--- src/hw/rtl/arpc_pkg.sv ---
// Package for the ARP cache block: widths, status and kind codes, register indexes.
// No dependencies.
package arpc_pkg;
    localparam int CacheEntries   = 16;
    localparam int PendingEntries = 16;
    localparam int IpW  = 32;
    localparam int MacW = 48;
    localparam int AddrW = 4;

    localparam logic [1:0] KindLookup = 2'd0;
    localparam logic [1:0] KindReply  = 2'd1;
    localparam logic [1:0] KindTick   = 2'd2;
    localparam logic [1:0] KindUnused = 2'd3;

    localparam logic [2:0] StHit      = 3'd0;
    localparam logic [2:0] StWaiting  = 3'd1;
    localparam logic [2:0] StSend     = 3'd2;
    localparam logic [2:0] StUnreach  = 3'd3;
    localparam logic [2:0] StResolved = 3'd4;
    localparam logic [2:0] StStored   = 3'd5;
    localparam logic [2:0] StPendFull = 3'd6;
    localparam logic [2:0] StTickDone = 3'd7;

    localparam logic [AddrW-1:0] RegTimeout = 4'd0;
    localparam logic [AddrW-1:0] RegRetry   = 4'd4;
    localparam logic [AddrW-1:0] RegGap     = 4'd8;

    typedef struct packed {
        logic [1:0]      kind;
        logic [IpW-1:0]  ip_addr;
        logic [MacW-1:0] mac_addr;
    } t_req;

    typedef struct packed {
        logic [2:0]      status;
        logic [IpW-1:0]  ip_addr_out;
        logic [MacW-1:0] mac_addr_out;
        logic            stored;
        logic            last;
    } t_rsp;
endpackage

--- src/hw/rtl/arpc_if.sv ---
// Valid/ready channel interface carrying one payload type.
// Depends on arpc_pkg for the payload structs.
interface arpc_req_if;
    logic            valid;
    logic            ready;
    arpc_pkg::t_req  data;
    modport source (output valid, output data, input ready);
    modport sink   (input valid, input data, output ready);
endinterface

interface arpc_rsp_if;
    logic            valid;
    logic            ready;
    arpc_pkg::t_rsp  data;
    modport source (output valid, output data, input ready);
    modport sink   (input valid, input data, output ready);
endinterface

--- src/hw/rtl/arp_cache_with_request_retry.sv ---
// ARP cache with pending-request retry: one shared compare/update unit walks slots.
// A missed lookup and a tick walk the cache, then the pending slots; a reply walks them
// in the other order; a lookup hit skips the pending walk. A held output stalls the tick walk.
// Throughput: one item in flight; ready returns the cycle after the last transaction leaves.
// Reset (i_rst_n low, synchronous): valid bits cleared, registers to 15/5/1, idle.
// Depends on arpc_pkg and the channel interfaces in arpc_if.sv.
module arp_cache_with_request_retry #(
    parameter int CACHE_ENTRIES   = arpc_pkg::CacheEntries,
    parameter int PENDING_ENTRIES = arpc_pkg::PendingEntries
) (
    input  logic                    i_clk,
    input  logic                    i_rst_n,
    arpc_req_if.sink                s_in,
    arpc_rsp_if.source              m_out,
    input  logic                    psel,
    input  logic                    penable,
    input  logic                    pwrite,
    input  logic [arpc_pkg::AddrW-1:0] paddr,
    input  logic [31:0]             pwdata,
    output logic [31:0]             prdata,
    output logic                    pready
);
    localparam int CW = $clog2(CACHE_ENTRIES);
    localparam int PW = (PENDING_ENTRIES > 1) ? $clog2(PENDING_ENTRIES) : 1;

    // sequencer states
    localparam logic [2:0] S_IDLE  = 3'd0;
    localparam logic [2:0] S_CSCAN = 3'd1; // cache walk (lookup hit / reply free / tick aging)
    localparam logic [2:0] S_PSCAN = 3'd2; // pending walk
    localparam logic [2:0] S_DONE  = 3'd3; // decide and emit final transaction
    localparam logic [2:0] S_EMIT  = 3'd4; // waiting for output to drain

    // config registers
    logic [7:0] r_timeout, r_gap;
    logic [3:0] r_retry;

    // storage
    logic [CACHE_ENTRIES-1:0]   r_ev;
    logic [arpc_pkg::IpW-1:0]   r_eip  [CACHE_ENTRIES];
    logic [arpc_pkg::MacW-1:0]  r_emac [CACHE_ENTRIES];
    logic [7:0]                 r_eage [CACHE_ENTRIES];
    logic [PENDING_ENTRIES-1:0] r_pv;
    logic [arpc_pkg::IpW-1:0]   r_pip  [PENDING_ENTRIES];
    logic [7:0]                 r_psince [PENDING_ENTRIES];
    logic [3:0]                 r_ptries [PENDING_ENTRIES];

    // sequencer
    logic [2:0]          r_state;
    arpc_pkg::t_req      r_req;
    logic [CW:0]         r_ci;
    logic [PW:0]         r_pi;
    logic                r_hit, r_cfree, r_pend, r_pfree;
    logic [CW-1:0]       r_hit_i, r_cfree_i;
    logic [PW-1:0]       r_pend_i, r_pfree_i;
    logic                r_waiter;
    logic                r_ovalid;
    arpc_pkg::t_rsp      r_odata;

    assign pready = 1'b1;
    always_comb begin
        unique case (paddr)
            arpc_pkg::RegTimeout: prdata = {24'd0, r_timeout};
            arpc_pkg::RegRetry:   prdata = {28'd0, r_retry};
            arpc_pkg::RegGap:     prdata = {24'd0, r_gap};
            default:              prdata = 32'd0;
        endcase
    end

    always_ff @(posedge i_clk) begin
        if (!i_rst_n) begin
            r_timeout <= 8'd15;
            r_retry   <= 4'd5;
            r_gap     <= 8'd1;
        end else if (psel && penable && pwrite) begin
            if (paddr == arpc_pkg::RegTimeout) r_timeout <= pwdata[7:0];
            if (paddr == arpc_pkg::RegRetry)   r_retry   <= pwdata[3:0];
            if (paddr == arpc_pkg::RegGap)     r_gap     <= pwdata[7:0];
        end
    end

    assign s_in.ready   = (r_state == S_IDLE);
    assign m_out.valid  = r_ovalid;
    assign m_out.data   = r_odata;

    wire [CW-1:0] ci = r_ci[CW-1:0];
    wire [PW-1:0] pi = r_pi[PW-1:0];

    // shared compare unit
    wire ceq = (r_eip[ci] == r_req.ip_addr);
    wire peq = (r_pip[pi] == r_req.ip_addr);
    wire [8:0] age_inc   = {1'b0, r_eage[ci]} + 9'd1;
    wire [8:0] since_inc = {1'b0, r_psince[pi]} + 9'd1;

    always_ff @(posedge i_clk) begin
        if (!i_rst_n) begin
            r_state  <= S_IDLE;
            r_ev     <= '0;
            r_pv     <= '0;
            r_ovalid <= 1'b0;
        end else begin
            unique case (r_state)
                S_IDLE: begin
                    if (s_in.valid) begin
                        r_req   <= s_in.data;
                        r_ci    <= '0;
                        r_pi    <= '0;
                        r_hit   <= 1'b0;
                        r_cfree <= 1'b0;
                        r_pend  <= 1'b0;
                        r_pfree <= 1'b0;
                        r_waiter <= 1'b0;
                        if (s_in.data.kind == arpc_pkg::KindReply)
                            r_state <= S_PSCAN;
                        else if (s_in.data.kind != arpc_pkg::KindUnused)
                            r_state <= S_CSCAN;
                    end
                end
                S_CSCAN: begin
                    if (r_ev[ci]) begin
                        if (r_req.kind == arpc_pkg::KindTick) begin
                            if (age_inc > {1'b0, r_timeout}) r_ev[ci] <= 1'b0;
                            r_eage[ci] <= age_inc[8] ? 8'hFF : age_inc[7:0];
                        end else if (ceq) begin
                            r_hit   <= 1'b1;
                            r_hit_i <= ci;
                        end
                    end else if (!r_cfree) begin
                        r_cfree   <= 1'b1;
                        r_cfree_i <= ci;
                    end
                    r_ci <= r_ci + 1'b1;
                    if (r_ci == (CW+1)'(CACHE_ENTRIES - 1)) begin
                        if (r_req.kind == arpc_pkg::KindLookup && !(r_ev[ci] && ceq) && !r_hit)
                            r_state <= S_PSCAN;
                        else if (r_req.kind == arpc_pkg::KindTick)
                            r_state <= S_PSCAN;
                        else
                            r_state <= S_DONE;
                    end
                end
                S_PSCAN: begin
                    if (r_req.kind == arpc_pkg::KindTick) begin
                        if (!r_ovalid || m_out.ready) begin
                            if (r_pv[pi] && since_inc > {1'b0, r_gap}) begin
                                r_ovalid <= 1'b1;
                                r_odata.ip_addr_out  <= r_pip[pi];
                                r_odata.mac_addr_out <= '0;
                                r_odata.stored <= 1'b0;
                                r_odata.last   <= 1'b0;
                                if (r_ptries[pi] >= r_retry) begin
                                    r_pv[pi] <= 1'b0;
                                    r_psince[pi] <= since_inc[8] ? 8'hFF : since_inc[7:0];
                                    r_odata.status <= arpc_pkg::StUnreach;
                                end else begin
                                    r_psince[pi] <= 8'd0;
                                    r_ptries[pi] <= r_ptries[pi] + 4'd1;
                                    r_odata.status <= arpc_pkg::StSend;
                                end
                            end else begin
                                r_ovalid <= 1'b0;
                                if (r_pv[pi])
                                    r_psince[pi] <= since_inc[8] ? 8'hFF : since_inc[7:0];
                            end
                            r_pi <= r_pi + 1'b1;
                            if (r_pi == (PW+1)'(PENDING_ENTRIES - 1)) r_state <= S_DONE;
                        end
                    end else begin
                        if (r_pv[pi] && peq) begin
                            if (r_req.kind == arpc_pkg::KindReply) begin
                                r_pv[pi] <= 1'b0;
                                r_waiter <= 1'b1;
                            end else if (!r_pend) begin
                                r_pend   <= 1'b1;
                                r_pend_i <= pi;
                            end
                        end
                        if (!r_pv[pi] && !r_pfree) begin
                            r_pfree   <= 1'b1;
                            r_pfree_i <= pi;
                        end
                        r_pi <= r_pi + 1'b1;
                        // reply walks the cache for a free slot after the pending walk
                        if (r_pi == (PW+1)'(PENDING_ENTRIES - 1))
                            r_state <= (r_req.kind == arpc_pkg::KindReply) ? S_CSCAN : S_DONE;
                    end
                end
                S_DONE: begin
                    if (!r_ovalid || m_out.ready) begin
                        r_ovalid <= 1'b1;
                        r_odata.ip_addr_out <= (r_req.kind == arpc_pkg::KindTick) ?
                                               '0 : r_req.ip_addr;
                        r_odata.stored <= (r_req.kind == arpc_pkg::KindReply) && r_cfree;
                        r_odata.last   <= 1'b1;
                        r_state <= S_EMIT;
                        unique case (r_req.kind)
                            arpc_pkg::KindTick: begin
                                r_odata.status       <= arpc_pkg::StTickDone;
                                r_odata.mac_addr_out <= '0;
                            end
                            arpc_pkg::KindReply: begin
                                if (r_cfree) begin
                                    r_ev[r_cfree_i]   <= 1'b1;
                                    r_eip[r_cfree_i]  <= r_req.ip_addr;
                                    r_emac[r_cfree_i] <= r_req.mac_addr;
                                    r_eage[r_cfree_i] <= 8'd0;
                                end
                                if (r_waiter) begin
                                    r_odata.status       <= arpc_pkg::StResolved;
                                    r_odata.mac_addr_out <= r_req.mac_addr;
                                end else begin
                                    r_odata.status       <= arpc_pkg::StStored;
                                    r_odata.mac_addr_out <= '0;
                                end
                            end
                            default: begin
                                if (r_hit) begin
                                    r_odata.status       <= arpc_pkg::StHit;
                                    r_odata.mac_addr_out <= r_emac[r_hit_i];
                                end else begin
                                    r_odata.mac_addr_out <= '0;
                                    if (r_pend) begin
                                        if (r_psince[r_pend_i] > r_gap) begin
                                            if (r_ptries[r_pend_i] >= r_retry) begin
                                                r_pv[r_pend_i] <= 1'b0;
                                                r_odata.status <= arpc_pkg::StUnreach;
                                            end else begin
                                                r_psince[r_pend_i] <= 8'd0;
                                                r_ptries[r_pend_i] <= r_ptries[r_pend_i] + 4'd1;
                                                r_odata.status <= arpc_pkg::StSend;
                                            end
                                        end else begin
                                            r_odata.status <= arpc_pkg::StWaiting;
                                        end
                                    end else if (r_pfree) begin
                                        r_pip[r_pfree_i] <= r_req.ip_addr;
                                        r_psince[r_pfree_i] <= 8'd0;
                                        if (r_retry == 4'd0) begin
                                            r_odata.status <= arpc_pkg::StUnreach;
                                        end else begin
                                            r_pv[r_pfree_i]     <= 1'b1;
                                            r_ptries[r_pfree_i] <= 4'd1;
                                            r_odata.status <= arpc_pkg::StSend;
                                        end
                                    end else begin
                                        r_odata.status <= arpc_pkg::StPendFull;
                                    end
                                end
                            end
                        endcase
                    end
                end
                S_EMIT: begin
                    if (r_ovalid && m_out.ready) begin
                        r_ovalid <= 1'b0;
                        r_state  <= S_IDLE;
                    end
                end
                default: r_state <= S_IDLE;
            endcase
        end
    end
endmodule

--- src/flat_wrapper.sv ---
// flat-port wrapper written by rule: the top's interface ports become plain ports
module arp_cache_with_request_retry_flat 
#(
    parameter int CACHE_ENTRIES   = arpc_pkg::CacheEntries,
    parameter int PENDING_ENTRIES = arpc_pkg::PendingEntries
)
  (i_clk, i_rst_n, psel, penable, pwrite, paddr, pwdata, prdata, pready, s_in_valid, s_in_data, s_in_ready, m_out_valid, m_out_data, m_out_ready);
  arpc_req_if s_in_i ();
  arpc_rsp_if m_out_i ();
  input  logic i_clk;
  input  logic i_rst_n;
  input  logic psel;
  input  logic penable;
  input  logic pwrite;
  input  logic [arpc_pkg::AddrW-1:0] paddr;
  input  logic [31:0] pwdata;
  output logic [31:0] prdata;
  output logic pready;
  input wire logic [$bits(s_in_i.valid)-1:0] s_in_valid;
  input wire logic [$bits(s_in_i.data)-1:0] s_in_data;
  output wire logic [$bits(s_in_i.ready)-1:0] s_in_ready;
  output wire logic [$bits(m_out_i.valid)-1:0] m_out_valid;
  output wire logic [$bits(m_out_i.data)-1:0] m_out_data;
  input wire logic [$bits(m_out_i.ready)-1:0] m_out_ready;
  assign s_in_i.valid = s_in_valid;
  assign s_in_i.data = s_in_data;
  assign s_in_ready = s_in_i.ready;
  assign m_out_valid = m_out_i.valid;
  assign m_out_data = m_out_i.data;
  assign m_out_i.ready = m_out_ready;
  arp_cache_with_request_retry #(.CACHE_ENTRIES(CACHE_ENTRIES), .PENDING_ENTRIES(PENDING_ENTRIES)) u_core (.i_clk(i_clk), .i_rst_n(i_rst_n), .s_in(s_in_i), .m_out(m_out_i), .psel(psel), .penable(penable), .pwrite(pwrite), .paddr(paddr), .pwdata(pwdata), .prdata(prdata), .pready(pready));
endmodule
--- config.mk ---
export PLATFORM = sky130hd
export DESIGN_NAME = arp_cache_with_request_retry_flat
export DESIGN_NICKNAME = d
export VERILOG_FILES = /design/src/hw/rtl/arpc_pkg.sv /design/src/hw/rtl/arpc_if.sv /design/src/hw/rtl/arp_cache_with_request_retry.sv /design/src/flat_wrapper.sv
export SDC_FILE = /design/constraint.sdc
export NUM_CORES = 2
export LEC_CHECK = 0
export ABC_AREA = 0
export BUFFER_PORTS_ARGS = -buffer_cell sky130_fd_sc_hd__buf_4
export CORE_MARGIN = 2
export CORE_UTILIZATION = 54
export DETAILED_ROUTE_END_ITERATION = 12
export PLACE_DENSITY = 0.76
export SKIP_LAST_GASP = 1
export SLEW_MARGIN = 20
export SYNTH_ARGS = -nofsm -noshare
export SYNTH_HDL_FRONTEND = slang
export SYNTH_SLANG_ARGS = --single-unit
--- constraint.sdc ---
create_clock -name i_clk -period 12.3 [get_ports i_clk]
set_input_delay 1.23 -clock i_clk [delete_from_list [all_inputs] [get_ports i_clk]]
set_output_delay 1.23 -clock i_clk [all_outputs]
set_load 0.05 [all_outputs]
==> reports/metrics.cfg <==
[place]
port_buffers=195
dp_cells=7149
dp_hpwl_um=122500
place_area_mm2=0.1005
place.gp.congestion=0.8677

[min_path]
min_path_type=reg2reg
whs_path_depth=2
min_from=u_core.r_pv[10]$_SDFFE_PN0P_
holdPathEnd=u_core.r_pv[10]$_SDFFE_PN0P_

[route]
dr.pass1.iters=6
drc=0
vias=49420
wire_per_inst_um=30.41
via_per_inst=6.530
wl_um=230100
drt_iter0_markers=6664
ant_nets=0

[critical_path]
cp_cell_sequence=buf_4 > buf_4 > mux4_2 > a22o_1 > a221oi_1 > xor2_1 > o2111ai_1 > or4_1 > nor3_1 > nand4_1 > inv_1
cp_top_family=simple AND/OR/NAND/NOR gates
crit_type=reg2reg
ff2ff_setup_slack_ns=5.86
cp.arrival_ns=6.99
crit_required_ns=12.85
r2r_cells=11
r2r_end=u_core.r_pend_i[1]$_DFFE_PP_
end_kind=register
crit_top_cell=buf_4
cp.buffers_inverters=3
cpPeakStageDelay_ns=0.82
cp_slowest_cell=buf_4
critPathMaxFanout=41
critPathLaunchType=register

[final_layout]
final_area_mm2=0.1078
seq_area_mm2=0.07085
fin_nets=5212
multi_input_area_mm2=0.02401
drive_above_1_share_pct=26.75
layout-area-overhead-vs-synth_pct=12.20
fin_util_pct=61.06
fillers=12110
final_cells=7567

[sta]
clock_skew_ns=0.05750
fmax_ghz=0.1554
hold_viol=0
period_needed_ns=6.437
slew_violations=0
max_slew.worst_pin.slew_ns=1.197
slew-limit-headroom_pct=19.89
setup_violations=0
tns_ns=0
rsz0062_at_grt=false
period_share_pct=52.33

[logic_synthesis]
yosys_warnings=0
synth_compound_area_share_pct=2.889
synth_top_cell_area_share_pct=72.22
synth-edff-count=2310
synth_seq_cells=2382
yosys.area_share.adder_pct=0.6253
synth_simple_gate_area_share_pct=3.194
synthFlopType=edfxtp_1
yosysUniqueCellTypes=79
synth_area_leaders=edfxtp_1 (72%), mux4_2 (15%), dfxtp_1 (1.5%), mux2i_1 (1.3%), nor2_1 (0.83%)
synth-xor-area-share_pct=0.6657
postSynthCellCount=4753
async_flop_share_pct=0
syn_area_mm2=0.09604
synth.avg_cell_area_um2=20.21
synth_top_area_cell=edfxtp_1
ys_seq_area_share_pct=73.72
synth_top_family_by_area=multiplexers
muxShareOfSynthArea_pct=17.20

[die]
initial_core_util_pct=54.42
die_w_um=425.7
fp.dieH_um=425.7
ios=245
dieArea_mm2=0.1813
core_area_mm2=0.1765
rows=154

[clocking]
cts_hold_buffers=0
clockBufferDepth=3
cts-root-buf=clkbuf_16
cts.clk_slew.worst_paths_ns=0.06
cts_tree=built
cts_setup_buffers=0
cts.repair.resized=0
insertion_delay_ns=0.87
htreeDepth=4
cts_buffers=225
clock-sinks=2382

[pwr]
total_power_mw=20.46
ir_drop_mv=0.1770
cellPowerDensity_mw_per_mm2=189.8
leakagePower_nw=34.18

[run_status]
status=finished, final reports clean

[grt]
grt_max_degree=152
grt_use_total_pct=25.50
grt_pass1_vias=50200
grt_overflow=0
grt_pass1_wl_um=336700
antenna_found_initial=5

[job]
drv_cap=0

## layout by cell type (no fill, tap or decap), drive strengths merged, types with 35 or more instances in the layout
cell	netlist	routed
nor2	212	212
inv	70	79
edfxtp	2310	2310
ha	48	48
nand3	66	66
nor3	55	55
xnor2	50	50
clkinv	3	97
nand2	186	186
a22oi	54	54
dfxtp	72	72
buf	135	316
clkbuf	146	290
o21ai	80	80
a21oi	94	94
mux2	35	35
mux2i	126	126
mux4	660	660
## worst min-delay path: stages, from the launching register on
cell and delay [ns]:
dfxtp_1 0.32, nand2_1 0.06, a21oi_1 0.05
## worst max-delay path by stage
| stage | from | to | depth (start not counted) |
|---|---|---|---|
| after floorplan | register | u_core.m_out.data[0]$_DFFE_PP_ | 21 |
| after global placement | register | u_core.r_pend_i[0]$_DFFE_PP_ | 11 |
| after detailed placement | register | u_core.r_pend_i[1]$_DFFE_PP_ | 11 |
| after CTS | register | u_core.r_pend_i[1]$_DFFE_PP_ | 11 |
| after global routing | register | u_core.r_pend_i[1]$_DFFE_PP_ | 11 |
| final | register | u_core.r_pend_i[1]$_DFFE_PP_ | 11 |
## routing by layer
layer	vias up	GRT usage [%]	part of all wire (%)
met5	-	0	0.0083
met3	478	3.986	9.0
met1	25850	34.51	37
li1	20200	-	-
met2	2891	42.64	51
met4	2	8.775	3.4
## registers in the layout (all words and copies together), names as in the netlist, 16 cells and up, named ones only
signal and count:
u_core.r_psince 128, u_core.r_emac 768, u_core.m_out.data 85, u_core.r_pv 16
u_core.r_eip 512, u_core.r_ptries 64, u_core.r_ev 16, u_core.r_eage 128
u_core.r_req 82, u_core.r_pip 512
## power by group
group | switching, mW | leakage (nW) | total (mW) | internal (mW)
Combinational | 2.27 | 9.18 | 3.81 | 1.53
Clock | 3.02 | 3.52 | 6.82 | 3.80
Sequential | 0.286 | 21.5 | 9.83 | 9.55
## logic make-up (layout without fill, tap and decap cells)
group           after synthesis  count (layout)
flops                      2382            2382
compound gates              412             412
other cells                   2              26
fa+ha+maj                    48              48
xor+xnor                     73              73
mux                         821             821
simple gates                661             661
buf+inv                     354             804
## through the flow
step,worst slack [ns],hold WS (ns)
after floorplan,5.675,0.4321
after global placement,5.817,0.4527
after detailed placement,5.722,0.4445
after CTS,5.705,0.4725
after global routing,5.437,0.4913
final,5.863,0.4733
## final cells by class
type | instances | share of cell area, %
clock inverters | 125 | 1.216
multi-input cells | 2040 | 22.28
repair buffers | 317 | 2.280
well taps | 2340 | 2.717
diodes | 1 | 0.002322
clock buffers | 289 | 5.505
flip-flops and latches | 2382 | 65.75
inverters | 73 | 0.2543
## synth_stat cells (all sizes together), types with 11 or more instances
master     n
edfxtp  2310
mux4     660
nor2     212
nand2    186
clkbuf   146
buf      135
mux2i    126
a21oi     94
o21ai     80
dfxtp     72
inv       70
nand3     66
nor3      55
a22oi     54
xnor2     50
ha        48
mux2      35
nor2b     30
xor2      23
o21a      21
nand3b    19
a211oi    18
nand2b    18
nand4     16
o211ai    16
a221oi    14
and3      12
o31ai     11
No activity file was read; power rests on OpenSTA's default activity.
